### src/design/iafp_pkg.sv
// ---------------------------------------------------------------------------
// iafp_pkg
// Shared types and constants for the yaw frame parser and moving average.
// ---------------------------------------------------------------------------
package iafp_pkg;

   localparam int WINDOW_DEPTH = 8;
   localparam int DEPTH_LOG2   = $clog2(WINDOW_DEPTH);
   localparam int YAW_WIDTH    = 16;
   localparam int SUM_WIDTH    = YAW_WIDTH + DEPTH_LOG2;

   localparam logic [7:0] HDR_FIRST  = 8'h55;
   localparam logic [7:0] HDR_SECOND = 8'h53;

   typedef enum logic [2:0] {
      POS_HDR_FIRST  = 3'd0,
      POS_HDR_SECOND = 3'd1,
      POS_SKIP_0     = 3'd2,
      POS_SKIP_1     = 3'd3,
      POS_SKIP_2     = 3'd4,
      POS_SKIP_3     = 3'd5,
      POS_YAW_LOW    = 3'd6,
      POS_YAW_HIGH   = 3'd7
   } frame_pos_type;

   typedef logic signed [YAW_WIDTH-1:0] yaw_type;

   typedef struct packed {
      logic    vld;
      yaw_type yaw;
   } yaw_sample_type;

endpackage

### src/design/iafp_frame_parser.sv
// ---------------------------------------------------------------------------
// iafp_frame_parser
// Header hunt and yaw word capture; holds one parsed sample until taken.
// ---------------------------------------------------------------------------
module iafp_frame_parser (
   input  logic                    clock,
   input  logic                    reset,
   input  logic                    byte_accept,
   input  logic [7:0]              rx_byte,
   input  logic                    sample_take,
   output iafp_pkg::yaw_sample_type sample
);

   iafp_pkg::frame_pos_type pos_ff, pos_in;
   logic [7:0]              low_ff, low_in;
   logic                    vld_ff, vld_in;
   iafp_pkg::yaw_type       yaw_ff, yaw_in;

   always_ff @(posedge clock) begin
      if (reset) begin
         pos_ff <= iafp_pkg::POS_HDR_FIRST;
         low_ff <= '0;
         vld_ff <= 1'b0;
      end else begin
         pos_ff <= pos_in;
         low_ff <= low_in;
         vld_ff <= vld_in;
      end
   end

   always_ff @(posedge clock) begin
      yaw_ff <= yaw_in;
   end

   always_comb begin
      pos_in = pos_ff;
      low_in = low_ff;
      vld_in = vld_ff & ~sample_take;
      yaw_in = yaw_ff;
      if (byte_accept) begin
         unique case (pos_ff)
            iafp_pkg::POS_HDR_FIRST:
               pos_in = (rx_byte == iafp_pkg::HDR_FIRST) ? iafp_pkg::POS_HDR_SECOND
                                                         : iafp_pkg::POS_HDR_FIRST;
            // mismatch restarts the hunt without rechecking this byte
            iafp_pkg::POS_HDR_SECOND:
               pos_in = (rx_byte == iafp_pkg::HDR_SECOND) ? iafp_pkg::POS_SKIP_0
                                                          : iafp_pkg::POS_HDR_FIRST;
            iafp_pkg::POS_SKIP_0:  pos_in = iafp_pkg::POS_SKIP_1;
            iafp_pkg::POS_SKIP_1:  pos_in = iafp_pkg::POS_SKIP_2;
            iafp_pkg::POS_SKIP_2:  pos_in = iafp_pkg::POS_SKIP_3;
            iafp_pkg::POS_SKIP_3:  pos_in = iafp_pkg::POS_YAW_LOW;
            iafp_pkg::POS_YAW_LOW: begin
               low_in = rx_byte;
               pos_in = iafp_pkg::POS_YAW_HIGH;
            end
            iafp_pkg::POS_YAW_HIGH: begin
               yaw_in = {rx_byte, low_ff};
               vld_in = 1'b1;
               pos_in = iafp_pkg::POS_HDR_FIRST;
            end
            default: pos_in = iafp_pkg::POS_HDR_FIRST;
         endcase
      end
   end

   assign sample.vld = vld_ff;
   assign sample.yaw = yaw_ff;

   // a new sample only appears on the high byte, which ends the frame
   a_sample_ends_frame: assert property (@(posedge clock) disable iff (reset)
      $rose(vld_ff) |-> pos_ff == iafp_pkg::POS_HDR_FIRST)
      else $error("sample raised without returning to header hunt");

endmodule

### src/design/iafp_window_cell.sv
// ---------------------------------------------------------------------------
// iafp_window_cell
// One window slot; takes its neighbor's sample on each push.
// ---------------------------------------------------------------------------
module iafp_window_cell (
   input  logic              clock,
   input  logic              reset,
   input  logic              shift_en,
   input  iafp_pkg::yaw_type sample_in,
   output iafp_pkg::yaw_type sample_out
);

   iafp_pkg::yaw_type sample_ff, sample_in_d;

   assign sample_in_d = shift_en ? sample_in : sample_ff;

   always_ff @(posedge clock) begin
      if (reset) begin
         sample_ff <= '0;
      end else begin
         sample_ff <= sample_in_d;
      end
   end

   assign sample_out = sample_ff;

endmodule

### src/design/iafp_window_chain.sv
// ---------------------------------------------------------------------------
// iafp_window_chain
// Row of window cells with running sum; gives the floored mean including the sample being pushed.
// ---------------------------------------------------------------------------
module iafp_window_chain (
   input  logic              clock,
   input  logic              reset,
   input  logic              push,
   input  iafp_pkg::yaw_type sample,
   output iafp_pkg::yaw_type mean
);

   iafp_pkg::yaw_type cell_q [iafp_pkg::WINDOW_DEPTH];

   logic signed [iafp_pkg::SUM_WIDTH-1:0] sum_ff, sum_in, sum_next;

   for (genvar i = 0; i < iafp_pkg::WINDOW_DEPTH; i++) begin : g_cell
      iafp_window_cell u_cell (
         .clock      (clock),
         .reset      (reset),
         .shift_en   (push),
         .sample_in  ((i == 0) ? sample : cell_q[(i == 0) ? 0 : i-1]),
         .sample_out (cell_q[i])
      );
   end

   // oldest sample falls off the end of the row
   assign sum_next = sum_ff
                   - iafp_pkg::SUM_WIDTH'(cell_q[iafp_pkg::WINDOW_DEPTH-1])
                   + iafp_pkg::SUM_WIDTH'(sample);
   assign sum_in   = push ? sum_next : sum_ff;

   always_ff @(posedge clock) begin
      if (reset) begin
         sum_ff <= '0;
      end else begin
         sum_ff <= sum_in;
      end
   end

   // arithmetic shift by log2 depth, floored; result always fits 16 bits
   assign mean = sum_next[iafp_pkg::DEPTH_LOG2 +: iafp_pkg::YAW_WIDTH];

   a_sum_holds: assert property (@(posedge clock) disable iff (reset)
      !$past(push) && !$past(reset) |-> $stable(sum_ff))
      else $error("window sum changed without a push");

endmodule

### src/design/imu_angle_frame_parser_moving_average_core.sv
// ---------------------------------------------------------------------------
// imu_angle_frame_parser_moving_average_core
// Parses yaw from sensor frames and outputs raw yaw plus window mean.
// ---------------------------------------------------------------------------
// The yaw word from the high byte passes the parsed-sample register, then the output register, before rsp_tvalid.
// Throughput: one byte per cycle unless both registers are full; the parsed-sample register and the output
// register let a new byte in while a result waits on rsp_tready.
// Reset: synchronous; returns to header hunt and clears all window cells and
// the running sum in the same cycle.
module imu_angle_frame_parser_moving_average_core (
   input  logic        clock,
   input  logic        reset,
   input  logic        req_tvalid,
   output logic        req_tready,
   input  logic [7:0]  req_tdata,   // [7:0] rx_byte
   output logic        rsp_tvalid,
   input  logic        rsp_tready,
   output logic [31:0] rsp_tdata    // [15:0] yaw_latest, [31:16] yaw_mean
);

   iafp_pkg::yaw_sample_type sample;
   iafp_pkg::yaw_type        mean;
   iafp_pkg::yaw_type        yaw_out_ff, yaw_out_in, mean_out_ff, mean_out_in;
   logic                     rsp_vld_ff, rsp_vld_in;
   logic                     out_free, push, byte_accept;

   assign out_free    = ~rsp_vld_ff | rsp_tready;
   assign push        = sample.vld & out_free;
   assign req_tready  = ~sample.vld | out_free;
   assign byte_accept = req_tvalid & req_tready;

   iafp_frame_parser u_parser (
      .clock       (clock),
      .reset       (reset),
      .byte_accept (byte_accept),
      .rx_byte     (req_tdata),
      .sample_take (push),
      .sample      (sample)
   );

   iafp_window_chain u_chain (
      .clock  (clock),
      .reset  (reset),
      .push   (push),
      .sample (sample.yaw),
      .mean   (mean)
   );

   assign rsp_vld_in  = push | (rsp_vld_ff & ~rsp_tready);
   assign yaw_out_in  = push ? sample.yaw : yaw_out_ff;
   assign mean_out_in = push ? mean : mean_out_ff;

   always_ff @(posedge clock) begin
      if (reset) begin
         rsp_vld_ff <= 1'b0;
      end else begin
         rsp_vld_ff <= rsp_vld_in;
      end
   end

   always_ff @(posedge clock) begin
      yaw_out_ff  <= yaw_out_in;
      mean_out_ff <= mean_out_in;
   end

   assign rsp_tvalid = rsp_vld_ff;
   assign rsp_tdata  = {mean_out_ff, yaw_out_ff};

   a_stall_only_when_full: assert property (@(posedge clock) disable iff (reset)
      !req_tready |-> rsp_tvalid && sample.vld)
      else $error("input stalled with a free output register");

   a_rsp_from_sample: assert property (@(posedge clock) disable iff (reset)
      $rose(rsp_tvalid) |-> $past(sample.vld))
      else $error("result raised without a parsed sample");

endmodule

### config.mk
export PLATFORM = sky130hd
export DESIGN_NAME = imu_angle_frame_parser_moving_average_core
export DESIGN_NICKNAME = d
export VERILOG_FILES = /design/src/design/iafp_pkg.sv /design/src/design/iafp_frame_parser.sv /design/src/design/iafp_window_cell.sv /design/src/design/iafp_window_chain.sv /design/src/design/imu_angle_frame_parser_moving_average_core.sv
export SDC_FILE = /design/constraint.sdc
export NUM_CORES = 1
export LEC_CHECK = 0
export ABC_AREA = 0
export BUFFER_PORTS_ARGS = -buffer_cell sky130_fd_sc_hd__buf_2
export CAP_MARGIN = 20
export CORE_UTILIZATION = 61
export DETAILED_ROUTE_END_ITERATION = 7
export GPL_TIMING_DRIVEN = 0
export PLACE_DENSITY = 0.79
export REMOVE_ABC_BUFFERS = 1
export SYNTH_ARGS = -nofsm -noshare
export SYNTH_HDL_FRONTEND = slang
export SYNTH_HIERARCHICAL = 1
export SYNTH_SLANG_ARGS = --single-unit
export TNS_END_PERCENT = 30
### constraint.sdc
create_clock -name clock -period 5.05 [get_ports clock]
set_input_delay 0.505 -clock clock [delete_from_list [all_inputs] [get_ports clock]]
set_output_delay 0.505 -clock clock [all_outputs]
set_load 0.005 [all_outputs]
[Word level (Yosys, flattened, before mapping)]
Index checks and enable logic that the tools add are counted.
Word-level totals
  bits in registers: 208
  input bits: 12
  output and inout port bits: 34
Operators by class
  add/sub/neg operators: 2
  equality and inequality tests: 9
  multiplexer cells: 5
  bitwise logic cells: 11
  reduce and logical (&&, ||, !) cells: 3
Operators with widths (count)
  $pmux W3 S8: 1
  $add A19 B16 Y19: 1
  $sub A19 B16 Y19: 1
  $eq A8 B7 Y1 const B: 2
  $eq A3 B3 Y1 const B: 4
  $eq A3 B2 Y1 const B: 2
  $and A1 B1 Y1: 4
  $not A1 Y1: 4
  $reduce_and A2 Y1: 2
  $eq A3 B1 Y1 const B: 1
  $logic_not A3 Y1: 1
  $mux W1: 3
  $or A1 B1 Y1: 3
  $mux W2: 1

[Logic depth before layout (Yosys ltp)]
Gate-level depths: netlist (run 1).
  depth in word-level cells: 7
  gate-level depth with buffers: 12
  mapped depth without buffers: 11

[Cells and area by module]
Netlist (run 1), hierarchy kept.
By module, submodules not included
  iafp_window_cell: instances 8, cells an instance 52, area an instance 580.6 µm², sequential area each 320.3 µm²
  iafp_window_chain: instances 1, cells an instance 319, area an instance 2508.7 µm², sequential area each 380.4 µm²
  imu_angle_frame_parser_moving_average_core: instances 1, cells an instance 38, area an instance 1022.2 µm², sequential area each 980.9 µm²
  iafp_frame_parser: instances 1, cells an instance 75, area an instance 992.2 µm², sequential area each 720.7 µm²

[Worst setup path before layout (run 1)]
No wires, ideal clock.
  path kind: input to register
  start: input rsp_tready
  end: register u_chain/sum_ff[10] in the netlist's numbering
  setup time: 0.128 ns
  arrival: 3.563 ns
  path slack: 1.360 ns
  stages on the path: 6
  path buffers: 2
  path through: nor2b_4 > nor2b_1 > clkbuf_1 > buf_1 > mux2i_1 > nor2_1
Between the ends
  word-level cells in the longest chain between the ends: 2
RTL lines
  start, declared: line imu_angle_frame_parser_moving_average_core.sv:17  | input logic rsp_tready,
  $or A1 B1 Y1: line imu_angle_frame_parser_moving_average_core.sv:27  | assign out_free = ~rsp_vld_ff | rsp_tready;
  $and A1 B1 Y1: line imu_angle_frame_parser_moving_average_core.sv:28  | assign push = sample.vld & out_free;
  net push: line imu_angle_frame_parser_moving_average_core.sv:25  | logic out_free, push, byte_accept;
  end signal, assigned: line iafp_window_chain.sv:37  | sum_ff <= sum_in;
  end, declared: line iafp_window_chain.sv:15  | logic signed [iafp_pkg::SUM_WIDTH-1:0] sum_ff, sum_in, sum_next;
The timed path passes the listed nets, and every way through them passes these cells.
A chain may end at the register's enable or synchronous reset.

[Worst setup path in the final report (run 1)]
  start: register u_parser.yaw_ff[15]
  end: register mean_out_ff[15], data pin
Between the ends
  word-level cells in the longest chain between the ends: 1
RTL lines
  start, declared: line iafp_frame_parser.sv:17  | iafp_pkg::yaw_type yaw_ff, yaw_in;
  start signal, assigned: line iafp_frame_parser.sv:32  | yaw_ff <= yaw_in;
  $add A19 B16 Y19: line iafp_window_chain.sv:30  | + iafp_pkg::SUM_WIDTH'(sample);
  net mean[15]: line imu_angle_frame_parser_moving_average_core.sv:22  | iafp_pkg::yaw_type mean;
  end signal, assigned: line imu_angle_frame_parser_moving_average_core.sv:63  | mean_out_ff <= mean_out_in;
  end, declared: line imu_angle_frame_parser_moving_average_core.sv:23  | iafp_pkg::yaw_type yaw_out_ff, yaw_out_in, mean_out_ff, mean_out_in;
The timed path passes the listed nets, and every way through them passes these cells.

==> flow_summary_export.csv, run 1 <==
group,metric,value,unit
power_and_ir_drop,p_int,2.545,mW
setup_path,reg2reg_from,"u_parser/yaw_ff[15]",
logic_synthesis,synth-adder-area-share,6.660,%
setup_path,cp.required,5290,ps
run_status,status,"complete, no violations",
timing,setup-tns-final,0,ps
setup_path,slowest_delay,570,ps
logic_synthesis,synthMuxAreaShare,14.74,%
place,dpl-instance-area,9301,sq um
logic_synthesis,ys_ff_latch,208,
clock_network,cts_resized,0,
logic_synthesis,ys_warn_count,6,
grt,antenna_found_initial,0,
logic_synthesis,synth-compound-area-share,5.923,%
drt,route.detailed.drc,0,
setup_path,crit_type,"flip-flop to flip-flop",
layout,layout-drive-gt1-share,10.62,%
timing,min_period,3218,ps
clock_network,numClockSinks,208,
power_and_ir_drop,power_frac_clock,45.6,%
layout,n_antenna_cell,0,
die,design.core.area,14590,sq um
setup_path,path_cells,"inv_1 > fa_1 > inv_1 > ha_1 > and2_1 > a221o_1 > a41oi_2 > nand2_1 > a31oi_1 > xnor2_1",
logic_synthesis,ys_types,62,
die,ioPinCount,46,
logic_synthesis,ys_async_sr_fraction,0,%
drt,num_vias,5773,
timing,grt_setup_unrepaired,"false",
job,cap_violations,0,
clock_network,clkSlewWorstSetupHoldPaths,60,ps
die,rows,44,
logic_synthesis,synthSimpleGateAreaFrac,11.52,%
drt,firstDrtPassIters,5,
layout,final_area,9937,sq um
power_and_ir_drop,seqPwrFrac,53.3,%
timing,finalCritPeriodShare,63.72,%
place,gp_congestion,0.8823,
place,dp_hpwl,10840,microns
timing,tightest_slew,727.0,ps
power_and_ir_drop,pwr-share-comb,1.1,%
die,chipWidth,124.6,microns
logic_synthesis,avgSynthCellArea,10.81,sq um
setup_path,path_common_cell,"inv_1",
die,initial_core_util,62.84,%
timing,hold_violations,0,
power_and_ir_drop,switching_share,20.00,%
clock_network,clockBufferDepth,3,
die,dieArea,15520,sq um
drt,ant_nets,0,
logic_synthesis,syn_area,9168,sq um
setup_path,startpoint_type,"flip-flop",
power_and_ir_drop,netSwitchingPower,0.6360,mW
grt,overflow,0,
clock_network,htreeDepth,1,
drt,first_iter_violations,343,
setup_path,cp-startpoint,"u_parser/yaw_ff[15]",
logic_synthesis,synth_edf_count,48,
clock_network,clock_latency,500,ps
setup_path,cp_data_arrival_time,3460,ps
logic_synthesis,synth_flop_cell,"dfxtp_1",
power_and_ir_drop,cellPowerDensity,320.1,nW/um^2
clock_network,cts_tree,"built",
grt,grt_pass1_wl,26950,microns
timing,worst_slack,1832,ps
grt,grt_usage,21.01,%
power_and_ir_drop,p_leak,3.656,nW
layout,final_cell_mix,"dfxtp_1, nor2_1, mux2i_1",
clock_network,cts_hold_buf,0,
die,die_height,124.6,microns
setup_path,cp_max_fo,8,
timing,max_freq,0.3108,GHz
layout,syn_to_final_growth,8.394,%
setup_path,crit_path_end,"mean_out_ff[15]",
drt,wl_per_cell,15.19,microns
power_and_ir_drop,ir_worst_vdd,0.2448,mV
grt,grt_pass1_vias,5711,
setup_path,critPathCaptureType,"flip-flop",
clock_network,root_buffer,"clkbuf_16",
timing,hold_ws,213.1,ps
clock_network,post-cts-setup-buffers,0,
setup_path,cp_slowest_cell,"fa_1",
clock_network,cts_buffers,21,
place,numPortBuffers,45,
logic_synthesis,synth-seq-area-share,50.66,%
logic_synthesis,synth-xor-area-share,1.815,%
layout,layout_commonest_cell,"dfxtp_1",
logic_synthesis,synthCells,848,
grt,grt_max_degree,95,
timing,maxSlewHeadroom,51.53,%
logic_synthesis,synth_top_family_by_area,"multiplexers",
timing,fin_worst_skew,14.13,ps
drt,wl,16100,microns
min_path,hold_class,"input port to flip-flop",
layout,finalNetCount,911,
setup_path,r2r-end,"mean_out_ff[15]",
timing,setup_violations,0,
setup_path,r2r_cells,10,
setup_path,reg2reg_slack,1830,ps
timing,drv_slew,0,
drt,viasPerCell,5.446,
place,place_ws,1889,ps
[Yosys cell counts, types with 8 or more instances]
master	n	area share [%]
fa_1	18	3.9
buf_1	9	0.37
nor2_1	151	6.2
edfxtp_1	48	16
buf_2	13	0.71
nand2_1	34	1.4
xnor2_1	13	1.2
dfxtp_1	160	35
a21oi_1	29	1.6
inv_1	74	3.0
buf_12	8	1.7
ha_1	20	2.7
buf_6	9	1.1
mux2i_1	135	15
o21ai_0	8	0.44
buf_4	18	1.5
a21o_1	11	0.90
[registers in the layout, indices dropped and copies added, names as in the netlist]
register and count:
u_chain/sum_ff 19, u_parser/low_ff 8, u_parser/yaw_ff 16, u_parser/vld_ff 1
u_parser/pos_ff 3, mean_out_ff 16, yaw_out_ff 16, rsp_tvalid 1
u_chain/g_cell.u_cell/sample_out 128
[layout make-up]
class / count / area (sq um)
clock inverters: 6 / 58.81
clock buffers: 32 / 576.8
inverters: 74 / 277.8
multi-input cells: 503 / 3735
repair buffers: 53 / 414.1
well taps: 184 / 230.2
fillers: 1059 / 4652
flip-flops and latches: 208 / 4644
[per-layer routing]
| metal | vias up | share of wire, % | routed length, microns | GRT usage (%) |
|---|---|---|---|---|
| li1 | 2849 | - | - | - |
| met1 | 2760 | 44 | 7081 | 26.43 |
| met2 | 124 | 49 | 7893 | 36.20 |
| met3 | 40 | 4.3 | 699 | 3.651 |
| met4 | 0 | 2.6 | 426 | 7.583 |
| met5 | - | 0 | 0 | 0 |
[worst max-delay path: cells and delay by family (launching register included)]
| family | cells | cell delay, ps |
|---|---|---|
| AO/OA/AOI/OAI | 3 | 830 |
| XOR/XNOR | 1 | 100 |
| adder cells (fa/ha/maj) | 2 | 960 |
| buffers and inverters | 2 | 240 |
| flip-flops | 1 | 480 |
| AND/OR/NAND/NOR | 2 | 340 |
[through the flow]
step / total power [mW] / instances / utilization [%]
floorplan: 1.738 / 785 / -
global placement: 1.763 / 1014 / 62.41
detailed placement: 1.768 / 1022 / 63.76
CTS: 3.212 / 1060 / 68.11
global route: 3.283 / 1060 / 68.11
finish: 3.181 / 1060 / 68.11
[power by group through the flow]
stage | registers [mW] | clock network (mW) | logic, mW
floorplan | 1.73 | 0 | 0.00541
global placement | 1.73 | 0 | 0.0306
detailed placement | 1.73 | 0 | 0.0350
CTS | 1.70 | 1.48 | 0.0352
global route | 1.69 | 1.55 | 0.0382
finish | 1.70 | 1.45 | 0.0349
[cell families after synthesis]
logic type / after synthesis
buffers and inverters: 137
AOI/OAI and AO/OA: 77
and+or+nand+nor: 234
DFF: 208
xor gates and xnor gates: 19
adders and majority gates: 38
muxes: 135
[how the worst min path moves through the flow]
stage                            start                 end  slack [ps]  cells after the start
floorplan           u_parser/low_ff[0]  u_parser/yaw_ff[0]         410                      0
global placement    u_parser/low_ff[7]  u_parser/yaw_ff[7]         420                      0
detailed placement  u_parser/low_ff[7]  u_parser/yaw_ff[7]         420                      0
CTS                       req_tdata[0]  u_parser/yaw_ff[8]         200                      1
global route              req_tdata[0]  u_parser/yaw_ff[8]         200                      1
finish                    req_tdata[0]  u_parser/yaw_ff[8]         210                      1
No activity file was read; power rests on OpenSTA's default activity.
==> run 2: changes to the inputs <==
clock period = 3 ns   (was 5.05 ns; I/O delays follow)
==> run 2 against run 1 <==
Against the previous run:
- the run now ends with setup timing left
- die area stayed put
- core utilization is 0.97 points higher
- count of clock-buffer cells in the layout stayed put
- global-route usage grew 0.27 points
- cell count grew 0.66%
- critical path type unchanged
- clock power rose by 68%
==> flow_summary_export.csv, run 2 (synthesis results as in run 1) <==
group,metric,value,unit
drt,first_iter_violations,325,
setup_path,crit_type,"flip-flop to flip-flop",
run_status,violations,"setup timing",
die,dieArea,15520,sq um
clock_network,cts_tree,"built",
layout,layout_commonest_cell,"dfxtp_1",
clock_network,cts_buffers,21,
timing,hold_violations,0,
setup_path,slowest_delay,540,ps
timing,tightest_slew,720.9,ps
place,gp_congestion,0.8823,
clock_network,numClockSinks,208,
place,dp.cells,1022,
layout,stdcell_count,1067,
layout,multiInputGateArea,3819,sq um
setup_path,r2r_cells,10,
power_and_ir_drop,cellPowerDensity,531.6,nW/um^2
place,place_ws,-160.7,ps
grt,grt_pass1_vias,5785,
place,dp_hpwl,10840,microns
die,ioPinCount,46,
run_status,status,"finished, violations left",
setup_path,r2r-end,"mean_out_ff[15]",
setup_path,cp.required,3240,ps
timing,maxSlewHeadroom,51.94,%
drt,route.detailed.drc,0,
setup_path,cp_slowest_cell,"fa_1",
timing,grt_setup_unrepaired,"true",
setup_path,path_cells,"inv_1 > fa_1 > inv_1 > fa_2 > a21o_1 > a221o_1 > a41oi_2 > nand2_1 > a31oi_1 > xnor2_1",
grt,overflow,0,
place,numPortBuffers,45,
drt,firstDrtPassIters,6,
layout,final_cell_mix,"dfxtp_1, nor2_1, mux2i_1",
layout,final_area,10080,sq um
die,rows,44,
setup_path,path_common_cell,"inv_1",
drt,ant_nets,0,
min_path,hold_class,"input port to flip-flop",
min_path,worstHoldEndpoint,"u_parser/yaw_ff[10]",
timing,setup_violations,2,
layout,fill_cells,1024,
die,die_height,124.6,microns
power_and_ir_drop,ir_worst_vdd,0.4126,mV
min_path,min_from,"req_tdata[2]",
drt,num_vias,5833,
place,dpl-instance-area,9301,sq um
timing,worst_slack,-60.80,ps
layout,largest_reg_flops,128,
grt,grt_usage,21.28,%
drt,wl,16390,microns
setup_path,reg2reg_from,"u_parser/yaw_ff[1]",
drt,wl_per_cell,15.36,microns
setup_path,critical-path-top-delay-family,"compound AO/OA/AOI/OAI gates",
clock_network,clock_latency,500,ps
setup_path,reg2reg_slack,-60,ps
grt,grt_max_degree,95,
min_path,min_path_cells,1,
die,design.core.area,14590,sq um
grt,antenna_found_initial,0,
power_and_ir_drop,p_leak,3.688,nW
die,initial_core_util,62.84,%
die,chipWidth,124.6,microns
timing,hold_ws,21.37,ps
timing,fin_worst_skew,15.50,ps
clock_network,clockBufferDepth,3,
job,cap_violations,0,
timing,finalCritPeriodShare,102.0,%
setup_path,cp_max_fo,3,
drt,viasPerCell,5.467,
layout,syn_to_final_growth,9.936,%
setup_path,cp_data_arrival_time,3300,ps
timing,max_freq,0.3267,GHz
grt,grt_pass1_wl,27290,microns
setup_path,critPathCaptureType,"flip-flop",
layout,n_antenna_cell,0,
setup_path,crit_buf_inv,2,
clock_network,clkSlewWorstSetupHoldPaths,60,ps
clock_network,htreeDepth,1,
layout,seq_area,4644,sq um
layout,finalNetCount,918,
setup_path,startpoint_type,"flip-flop",
timing,drv_slew,0,
layout,layout-drive-gt1-share,12.57,%
timing,min_period,3061,ps
clock_network,root_buffer,"clkbuf_16",
timing,setup-tns-final,-66.04,ps
run 2: through the flow:
step / utilization [%] / power, mW
2_1_floorplan: - / 2.925
3_5_place_dp: 63.76 / 2.975
4_1_cts: 68.77 / 5.409
3_3_place_gp: 62.41 / 2.968
5_1_grt: 69.08 / 5.529
6_report: 69.08 / 5.357
run 2: power by group:
| group | leakage (nW) | switching [mW] | internal, mW |
|---|---|---|---|
| sequential | 1.72 | 0.00163 | 2.85 |
| clock | 0.304 | 1.03 | 1.41 |
| combinational | 1.66 | 0.0431 | 0.0173 |
run 2: cell type report:
class / count / area share, %
sequential: 208 / 46.08
multi-input combinational: 503 / 37.89
clock buffer: 32 / 5.723
timing repair buffer: 60 / 4.680
inverter: 74 / 2.756
tap: 184 / 2.284
clock inverter: 6 / 0.5835
run 2: how the worst max path moves through the flow:
| stage | cells past startpoint | start | end |
|---|---|---|---|
| 2_1_floorplan | 5 | rsp_tvalid | u_chain/sum_ff[14] |
| 5_1_grt | 10 | u_parser/yaw_ff[1] | mean_out_ff[15] |
| 6_report | 10 | u_parser/yaw_ff[1] | mean_out_ff[15] |
| 3_5_place_dp | 10 | u_parser/yaw_ff[1] | mean_out_ff[15] |
| 3_3_place_gp | 7 | rsp_tready | u_chain/sum_ff[8] |
| 4_1_cts | 10 | u_parser/yaw_ff[15] | mean_out_ff[15] |
run 2: timing repair:
action,CTS,global route
pin swaps,5,6
hold endpoints to repair,2,0
gates resized for setup,6,12
endpoints found under the setup margin,10,15
setup buffers,5,0
hold buffers,2,0
run 2: per-layer routing:
metal | track usage, % | share of wire [%] | vias to the layer above
li1 | - | - | 2871
met1 | 26.73 | 44 | 2808
met5 | 0 | 0 | -
met4 | 7.867 | 2.6 | 0
met3 | 3.479 | 3.9 | 38
met2 | 36.79 | 50 | 116
